===== src/rtl/core/ssb_pkg.sv =====
package ssb_pkg;

  localparam int MAP_BITS_DEF = 1024;

  localparam int CMD_W    = 2;
  localparam int SERIAL_W = 16;
  localparam int STATUS_W = 2;
  localparam int FIRST_W  = 10;
  localparam int SIZE_W   = 11;
  localparam int WORD_W   = 8;
  localparam int APB_DW   = 32;
  localparam int APB_AW   = 2;

  localparam logic [SIZE_W-1:0] TRACK_SIZE_RST = 11'd1024;

  // commands
  localparam logic [CMD_W-1:0] CMD_TEST = 2'd0;
  localparam logic [CMD_W-1:0] CMD_MARK = 2'd1;
  localparam logic [CMD_W-1:0] CMD_FIND = 2'd2;

  // status codes
  localparam logic [STATUS_W-1:0] STATUS_OK      = 2'd0;
  localparam logic [STATUS_W-1:0] STATUS_RANGE   = 2'd1;
  localparam logic [STATUS_W-1:0] STATUS_INVALID = 2'd2;

  typedef struct packed {
    logic [STATUS_W-1:0] status;
    logic                bit_set;
    logic [FIRST_W-1:0]  first_clear;
    logic                all_set;
  } res_t;

endpackage


===== src/rtl/core/sequence_seen_bitmap_top.sv =====
// test/mark: one word read-modify-write; the word read is registered, then the result strobe is registered out of ST_TM
// errors and the unused command: result strobe registered at the accepting edge, no busy
// find: one word read per cycle, at most (MAP_BITS+7)/8 words scanned
// the single memory port holds busy while a test/mark item is in ST_TM, so the next item waits
// reset: clearing pass over all (MAP_BITS+7)/8 words, busy high; results cannot be stalled
module sequence_seen_bitmap_top #(
  parameter int MAP_BITS = ssb_pkg::MAP_BITS_DEF
) (
  input  logic                          clk,
  input  logic                          rst_n,
  // command channel
  input  logic                          start,
  output logic                          busy,
  input  logic [ssb_pkg::CMD_W-1:0]     in_cmd,
  input  logic [ssb_pkg::SERIAL_W-1:0]  in_serial,
  // result channel, one beat per strobe
  output logic                          out_strobe,
  output logic [ssb_pkg::STATUS_W-1:0]  out_status,
  output logic                          out_bit_set,
  output logic [ssb_pkg::FIRST_W-1:0]   out_first_clear,
  output logic                          out_all_set,
  // register port
  input  logic                          psel,
  input  logic                          penable,
  input  logic                          pwrite,
  input  logic [ssb_pkg::APB_AW-1:0]    paddr,
  input  logic [ssb_pkg::APB_DW-1:0]    pwdata,
  output logic [ssb_pkg::APB_DW-1:0]    prdata,
  output logic                          pready
);

  // one byte per eight serials
  localparam int DEPTH = (MAP_BITS + 7) / 8;
  localparam int AW    = (DEPTH > 1) ? $clog2(DEPTH) : 1;
  // effective size holds 0..MAP_BITS
  localparam int SZW   = $clog2(MAP_BITS + 1);
  localparam int CW    = (SZW > ssb_pkg::SIZE_W) ? SZW : ssb_pkg::SIZE_W;

  logic [ssb_pkg::SIZE_W-1:0]  track_size_r;
  logic [SZW-1:0]              size_eff;
  logic                        cfg_wr;
  ssb_pkg::res_t               res;
  logic                        mem_en;
  logic                        mem_we;
  logic [AW-1:0]               mem_addr;
  logic [ssb_pkg::WORD_W-1:0]  mem_wdata;
  logic [ssb_pkg::WORD_W-1:0]  mem_rdata;

  // the size register is the only one, so every byte address in the window maps to it
  assign pready = 1'b1;
  assign cfg_wr = psel && penable && pwrite && pready;
  assign prdata = ssb_pkg::APB_DW'(track_size_r);

  always_ff @(posedge clk) begin
    if (!rst_n) begin
      track_size_r <= ssb_pkg::TRACK_SIZE_RST;
    end else if (cfg_wr) begin
      track_size_r <= pwdata[ssb_pkg::SIZE_W-1:0];
    end
  end

  // sizes beyond the store are clamped to its capacity
  assign size_eff = (CW'(track_size_r) > CW'(MAP_BITS)) ? SZW'(MAP_BITS) : SZW'(track_size_r);

  ssb_ctrl #(
    .DEPTH (DEPTH),
    .AW    (AW),
    .SZW   (SZW)
  ) u_ctrl (
    .clk          (clk),
    .rst_n        (rst_n),
    .start        (start),
    .cmd          (in_cmd),
    .serial       (in_serial),
    .size_eff     (size_eff),
    .busy         (busy),
    .out_strobe_r (out_strobe),
    .res_r        (res),
    .mem_en       (mem_en),
    .mem_we       (mem_we),
    .mem_addr     (mem_addr),
    .mem_wdata    (mem_wdata),
    .mem_rdata    (mem_rdata)
  );

  // bit store, serial 8k+0 in bit 7 of word k
  ssb_mem #(
    .DEPTH (DEPTH),
    .AW    (AW)
  ) u_mem (
    .clk     (clk),
    .en      (mem_en),
    .we      (mem_we),
    .addr    (mem_addr),
    .wdata   (mem_wdata),
    .rdata_r (mem_rdata)
  );

  assign out_status      = res.status;
  assign out_bit_set     = res.bit_set;
  assign out_first_clear = res.first_clear;
  assign out_all_set     = res.all_set;

endmodule


===== src/rtl/core/ssb_mem.sv =====
module ssb_mem #(
  parameter int DEPTH = 128,
  parameter int AW    = 7
) (
  input  logic                        clk,
  input  logic                        en,
  input  logic                        we,
  input  logic [AW-1:0]               addr,
  input  logic [ssb_pkg::WORD_W-1:0]  wdata,
  output logic [ssb_pkg::WORD_W-1:0]  rdata_r
);

  logic [ssb_pkg::WORD_W-1:0] store_r [DEPTH];

  // single port, registered read
  always_ff @(posedge clk) begin
    if (en) begin
      if (we) begin
        store_r[addr] <= wdata;
      end else begin
        rdata_r <= store_r[addr];
      end
    end
  end

endmodule


===== src/rtl/core/ssb_ctrl.sv =====
module ssb_ctrl #(
  parameter int DEPTH = 128,
  parameter int AW    = 7,
  parameter int SZW   = 11
) (
  input  logic                          clk,
  input  logic                          rst_n,
  input  logic                          start,
  input  logic [ssb_pkg::CMD_W-1:0]     cmd,
  input  logic [ssb_pkg::SERIAL_W-1:0]  serial,
  input  logic [SZW-1:0]                size_eff,
  output logic                          busy,
  output logic                          out_strobe_r,
  output ssb_pkg::res_t                 res_r,
  output logic                          mem_en,
  output logic                          mem_we,
  output logic [AW-1:0]                 mem_addr,
  output logic [ssb_pkg::WORD_W-1:0]    mem_wdata,
  input  logic [ssb_pkg::WORD_W-1:0]    mem_rdata
);

  localparam logic [1:0] ST_CLR  = 2'd0;
  localparam logic [1:0] ST_IDLE = 2'd1;
  localparam logic [1:0] ST_TM   = 2'd2;
  localparam logic [1:0] ST_SCAN = 2'd3;

  localparam int CW  = (ssb_pkg::SERIAL_W > SZW) ? ssb_pkg::SERIAL_W : SZW;
  localparam int BW0 = (AW + 3 > SZW) ? AW + 3 : SZW;
  localparam int BW  = ((BW0 > ssb_pkg::FIRST_W) ? BW0 : ssb_pkg::FIRST_W) + 1;

  logic [1:0]           state_r, state_nxt;
  logic [AW-1:0]        addr_r, addr_nxt;
  logic                 is_mark_r, is_mark_nxt;
  logic [2:0]           sel_r, sel_nxt;
  logic                 out_strobe_nxt;
  ssb_pkg::res_t        res_nxt;

  logic                 in_range;
  logic                 size_zero;
  logic [ssb_pkg::WORD_W-1:0] bit_mask;
  logic [BW-1:0]        base;
  logic [BW-1:0]        size_b;
  logic [7:0]           hit;
  logic                 any_hit;
  logic [2:0]           hit_idx;
  logic                 last_word;
  logic [BW-1:0]        pos;

  assign busy      = (state_r != ST_IDLE);
  assign in_range  = CW'(serial) < CW'(size_eff);
  assign size_zero = (size_eff == '0);
  // serial 8k+0 sits in bit 7 of word k
  assign bit_mask  = ssb_pkg::WORD_W'(8'h80) >> sel_r;

  // scan window over the word just read
  assign base      = BW'({addr_r, 3'b000});
  assign size_b    = BW'(size_eff);
  assign last_word = (base + BW'(ssb_pkg::WORD_W)) >= size_b;

  always_comb begin
    for (int j = 0; j < 8; j++) begin
      hit[j] = ((base + BW'(j)) < size_b) && !mem_rdata[ssb_pkg::WORD_W-1-j];
    end
  end

  always_comb begin
    hit_idx = 3'd0;
    for (int j = 7; j >= 0; j--) begin
      if (hit[j]) begin
        hit_idx = 3'(j);
      end
    end
  end

  assign any_hit = |hit;
  assign pos     = BW'({addr_r, hit_idx});

  always_comb begin
    state_nxt      = state_r;
    addr_nxt       = addr_r;
    is_mark_nxt    = is_mark_r;
    sel_nxt        = sel_r;
    out_strobe_nxt = 1'b0;
    res_nxt        = res_r;
    mem_en         = 1'b0;
    mem_we         = 1'b0;
    mem_addr       = addr_r;
    mem_wdata      = '0;
    case (state_r)
      ST_CLR: begin
        mem_en = 1'b1;
        mem_we = 1'b1;
        if (addr_r == AW'(DEPTH - 1)) begin
          state_nxt = ST_IDLE;
          addr_nxt  = '0;
        end else begin
          addr_nxt = addr_r + 1'b1;
        end
      end
      ST_IDLE: begin
        if (start) begin
          res_nxt     = '0;
          is_mark_nxt = (cmd == ssb_pkg::CMD_MARK);
          sel_nxt     = serial[2:0];
          case (cmd)
            ssb_pkg::CMD_TEST, ssb_pkg::CMD_MARK: begin
              if (size_zero) begin
                out_strobe_nxt = 1'b1;
                res_nxt.status = ssb_pkg::STATUS_INVALID;
              end else if (!in_range) begin
                out_strobe_nxt = 1'b1;
                res_nxt.status = ssb_pkg::STATUS_RANGE;
              end else begin
                mem_en    = 1'b1;
                mem_addr  = serial[AW+2:3];
                addr_nxt  = serial[AW+2:3];
                state_nxt = ST_TM;
              end
            end
            ssb_pkg::CMD_FIND: begin
              if (size_zero) begin
                out_strobe_nxt = 1'b1;
                res_nxt.status = ssb_pkg::STATUS_INVALID;
              end else begin
                mem_en    = 1'b1;
                mem_addr  = '0;
                addr_nxt  = '0;
                state_nxt = ST_SCAN;
              end
            end
            default: begin
              out_strobe_nxt = 1'b1;
            end
          endcase
        end
      end
      ST_TM: begin
        out_strobe_nxt = 1'b1;
        state_nxt      = ST_IDLE;
        if (is_mark_r) begin
          mem_en          = 1'b1;
          mem_we          = 1'b1;
          mem_wdata       = mem_rdata | bit_mask;
          res_nxt.bit_set = 1'b1;
        end else begin
          res_nxt.bit_set = |(mem_rdata & bit_mask);
        end
      end
      ST_SCAN: begin
        if (any_hit) begin
          out_strobe_nxt      = 1'b1;
          res_nxt.first_clear = pos[ssb_pkg::FIRST_W-1:0];
          state_nxt           = ST_IDLE;
        end else if (last_word) begin
          out_strobe_nxt  = 1'b1;
          res_nxt.all_set = 1'b1;
          state_nxt       = ST_IDLE;
        end else begin
          mem_en   = 1'b1;
          mem_addr = addr_r + 1'b1;
          addr_nxt = addr_r + 1'b1;
        end
      end
      default: begin
        state_nxt = ST_IDLE;
      end
    endcase
  end

  always_ff @(posedge clk) begin
    if (!rst_n) begin
      state_r      <= ST_CLR;
      addr_r       <= '0;
      out_strobe_r <= 1'b0;
    end else begin
      state_r      <= state_nxt;
      addr_r       <= addr_nxt;
      out_strobe_r <= out_strobe_nxt;
    end
  end

  always_ff @(posedge clk) begin
    is_mark_r <= is_mark_nxt;
    sel_r     <= sel_nxt;
    res_r     <= res_nxt;
  end

endmodule


===== config.mk =====
export PLATFORM = sky130hd
export DESIGN_NAME = sequence_seen_bitmap_top
export DESIGN_NICKNAME = d
export VERILOG_FILES = /design/src/rtl/core/ssb_pkg.sv /design/src/rtl/core/sequence_seen_bitmap_top.sv /design/src/rtl/core/ssb_mem.sv /design/src/rtl/core/ssb_ctrl.sv
export SDC_FILE = /design/constraint.sdc
export NUM_CORES = 1
export LEC_CHECK = 0
export BUFFER_PORTS_ARGS = -buffer_cell sky130_fd_sc_hd__buf_2
export CORE_MARGIN = 8
export CORE_UTILIZATION = 30
export DETAILED_ROUTE_END_ITERATION = 10
export GPL_TIMING_DRIVEN = 0
export PLACE_DENSITY = 0.41
export SLEW_MARGIN = 20
export SYNTH_ARGS = -nofsm -noshare
export SYNTH_HDL_FRONTEND = slang
export SYNTH_SLANG_ARGS = --single-unit

===== constraint.sdc =====
create_clock -name clk -period 6.1 [get_ports clk]
set_input_delay 1.22 -clock clk [delete_from_list [all_inputs] [get_ports clk]]
set_output_delay 1.22 -clock clk [all_outputs]
set_load 0.03 [all_outputs]

==> run_results.csv <==
group,metric,value,unit
run_status,status,"finished, final reports clean",
power_and_ir_drop,clockPowerShare,42.0,%
routing,first_pass_iters,5,
synth,synthAdderAreaFrac,0.7885,%
cts,htree_levels,3,
min_path,worstHoldStart,"track_size_r[4]",
placement,place_congestion,0.8906,
placement,placed_area,48380,um2
sta,fin_crit_sh,98.34,%
sta,period_needed,5.999,ns
grt,grt_pass1_wl,235.4,mm
synth,ys_seq_area_share,71.91,%
setup_path,r2r-start,"track_size_r[10]",
synth,synth_area_per_cell,13.39,um2
sta,finClkSkew,0.04117,ns
setup_path,worst_r2r_path_depth,23,
synth,synth_compound_area_share,9.995,%
synth,async_flop_share,0,%
power_and_ir_drop,combPwrFrac,8.8,%
setup_path,crit_fanout,11,
routing,wire_per_inst,30.29,um
grt,grt_max_degree,37,
min_path,min_path_cells,2,
synth,synthFlopType,"edfxtp_1",
cts,clkLatencyLatePin,0.76,ns
job,maxCapViolCount,0,
routing,drt-vias-per-instance,5.327,
synth,synthCells,3319,
routing,wirelength,169.9,mm
final_layout,design_area,53860,um2
final_layout,drive_gt1_share,19.63,%
routing,vias,29877,
sta,setup_viol,0,
min_path,hold_path_class,"reg2reg",
synth,synthSimpleGateAreaFrac,11.77,%
synth,synth.distinct_cells,83,
floorplan,fp.dieH,400.8,um
routing,remaining_drc_errors,0,
synth,yosys-mux-area-fraction,2.464,%
placement,dp_hpwl,120.5,mm
routing,drt-initial-drc-count,3231,
cts,cts.sinks,1071,
final_layout,finalNetCount,3664,
sta,finalMaxSlewViolations,0,
power_and_ir_drop,p_leak,0.01749,uW
setup_path,start_kind,"register",
setup_path,required,6.51,ns
grt,grt_usage,20.43,%
floorplan,die_area,160700,um2
power_and_ir_drop,irDropWorstVdd,0.2286,mV
min_path,worstHoldEndpoint,"track_size_r[4]",
cts,clockBufferDepth,3,
cts,cts-buffers-inserted,118,
routing,drtAntennaViolNets,0,
synth,yosys_warnings,0,
grt,antenna_found_initial,3,
sta,layout_setup_ws,0.1011,ns
floorplan,rows,141,
final_layout,flow.area_growth_from_synthesis,21.24,%
sta,hold_viol_final,0,
power_and_ir_drop,p_int,12120,uW
cts,cts_tree,"done",
sta,worst_pin_slew,1.031,ns
power_and_ir_drop,net-switching-power,4130,uW
placement,io_buffer_count,60,
synth,synth_edf_count,1050,
cts,cts_root_buffer,"clkbuf_16",
setup_path,rr_endpoint,"u_mem.rdata_r[6]",
power_and_ir_drop,netSwitchingFraction,25.41,%
floorplan,io_pins,107,
floorplan,initial_core_util,30.16,%
power_and_ir_drop,finalPower,16250,uW
power_and_ir_drop,power_frac_seq,49.2,%
cts,cts.clk_slew.worst_paths,0.06,ns
floorplan,die_x,400.8,um
synth,synth_xor_area_share,0.09857,%
placement,dp_slack,-2.496,ns
grt,grt-ovfl-total,0,
setup_path,r2r_slack,0.10,ns
sta,rsz0062_at_grt,"yes",
power_and_ir_drop,p_per_area,301.7,nW/um2
grt,grt_pass1_vias,28914,
sta,max_freq,166.7,MHz
synth,synth_top_family_by_area,"simple AND/OR/NAND/NOR gates",
setup_path,cp-end-kind,"register",
sta,relSlewSlack,31.09,%
floorplan,core_area,147300,um2
setup_path,worstSetupPathType,"reg2reg",
synth,ys_ff_latch,1071,
synth,netlist_area,44430,um2
setup_path,cp.arrival,6.41,ns
layer usage:
metal	GRT usage [%]	wire (um)	up-vias
met5	0	0	-
met4	7.613	6592	0
met3	3.119	10300	255
met2	32.62	77570	1072
met1	28.17	75450	15432
li1	-	-	13118
worst max path at each step:
stage	from	to	slack, ns	depth (start not counted)
final	track_size_r[10]	u_mem.rdata_r[6]	0.10	23
after detailed placement	track_size_r[10]	u_mem.store_r[88][4]	-2.50	19
after global placement	u_ctrl.state_r[1]	u_mem.store_r[80][1]	-6.32	3
after global routing	track_size_r[10]	u_mem.store_r[111][4]	-0.09	20
after floorplan	track_size_r[10]	u_mem.store_r[58][0]	0.88	19
after CTS	u_ctrl.addr_r[1]	u_mem.store_r[101][0]	-0.006	20
power by group through the flow:
stage               Clock (uW)  Sequential, uW  Combinational (uW)
finish                    6830            8000                1430
global route              7210            8000                1480
CTS                       6940            8000                1390
detailed placement           0            8150                1290
global placement             0            8150                1290
floorplan                    0            8150                 661
state kept, by name, indices dropped and copies added (netlist names):
register	count
u_ctrl.out_strobe_r	1
u_ctrl.addr_r	7
u_ctrl.sel_r	3
u_ctrl.state_r	2
track_size_r	11
u_ctrl.is_mark_r	1
u_ctrl.res_r	14
u_mem.store_r	1024
u_mem.rdata_r	8
critical path: stages, from the launching register on:
cell and delay (ns):
dfxtp_1 0.31, clkbuf_4 0.20, inv_1 0.12, clkbuf_4 0.25
nand2_1 0.19, ha_1 0.35, and4_2 0.33, o211ai_1 0.15
a221oi_2 0.28, buf_4 0.17, o211ai_1 0.16, buf_4 0.21
nor3_2 0.22, a2bb2oi_2 0.23, and2_1 0.15, buf_2 0.21
buf_6 0.25, buf_4 0.30, buf_2 0.38, nand4_1 0.16
nand4b_1 0.23, o221ai_1 0.18, nor4_2 0.25, nand4_1 0.32
layout by cell type (no fill, tap or decap), types with 72 or more instances in the layout:
| cell | n |
|---|---|
| clkbuf_1 | 72 |
| o2bb2ai_1 | 73 |
| nand3_1 | 247 |
| nor2_4 | 83 |
| nand2_1 | 669 |
| mux2i_1 | 91 |
| edfxtp_1 | 1050 |
| clkbuf_16 | 119 |
| buf_2 | 117 |
| a21oi_1 | 193 |
Yosys cell counts, types with 10 or more instances:
library cell / number / area, um2
a211oi_1: 89 / 668.1
a21boi_0: 12 / 90.09
a21oi_1: 195 / 975.9
a221o_1: 11 / 110.1
a221oi_1: 23 / 201.4
a22oi_1: 20 / 150.1
a31oi_1: 26 / 162.7
a32oi_1: 30 / 262.8
a41oi_1: 16 / 140.1
and2_1: 11 / 68.82
and3_1: 16 / 100.1
buf_1: 18 / 67.56
buf_2: 81 / 405.4
buf_4: 39 / 292.8
clkbuf_1: 92 / 345.3
dfxtp_1: 21 / 420.4
edfxtp_1: 1050 / 31530
ha_1: 28 / 350.3
inv_1: 29 / 108.9
mux2_2: 10 / 112.6
mux2i_1: 91 / 910.9
nand2_1: 679 / 2549
nand3_1: 251 / 1256
nand4_1: 29 / 181.4
nor2_1: 170 / 638.1
nor3_1: 14 / 70.07
nor4_1: 12 / 75.07
o211ai_1: 16 / 120.1
o21ai_0: 35 / 175.2
o2bb2ai_1: 73 / 639.4
o31ai_1: 17 / 127.6
cells by family after synthesis:
| family | Yosys count |
|---|---|
| buffers and inverters | 268 |
| adders and majority gates | 28 |
| AOI/OAI and AO/OA | 624 |
| and+or+nand+nor | 1215 |
| DFF | 1071 |
| other | 2 |
| xor gates and xnor gates | 5 |
| muxes | 106 |
metrics by stage:
stage | setup TNS (ns) | util (%) | cells | hold WS [ns]
floorplan | 0 | - | 3339 | 0.5984
global placement | -7580.60 | 32.05 | 5329 | 0.4861
detailed placement | -1780.10 | 32.84 | 5374 | 0.4876
CTS | -0.03854 | 36.27 | 5603 | 0.4961
global route | -3.079 | 36.56 | 5608 | 0.5291
finish | 0 | 36.57 | 5609 | 0.4975
final cells by class:
type,count,area (um2)
Fill cell,14293,93450
Sequential cell,1071,31950
Multi-Input combinational cell,2000,12780
Clock buffer,159,3178
Tap cell,1930,2415
Buffer,236,1501
Timing Repair Buffer,121,1491
Clock inverter,61,429.2
Inverter,30,112.6
Antenna cell,1,2.502
what timing repair did:
item / CTS / global route
gates resized for setup: 364 / 103
buffers inserted: 11 / 5
hold buffers: 0 / 0
pin swaps: 27 / 18
endpoints found under the setup margin: 1033 / 806
hold endpoints to repair: 0 / 0
No activity file was read; power rests on OpenSTA's default activity.
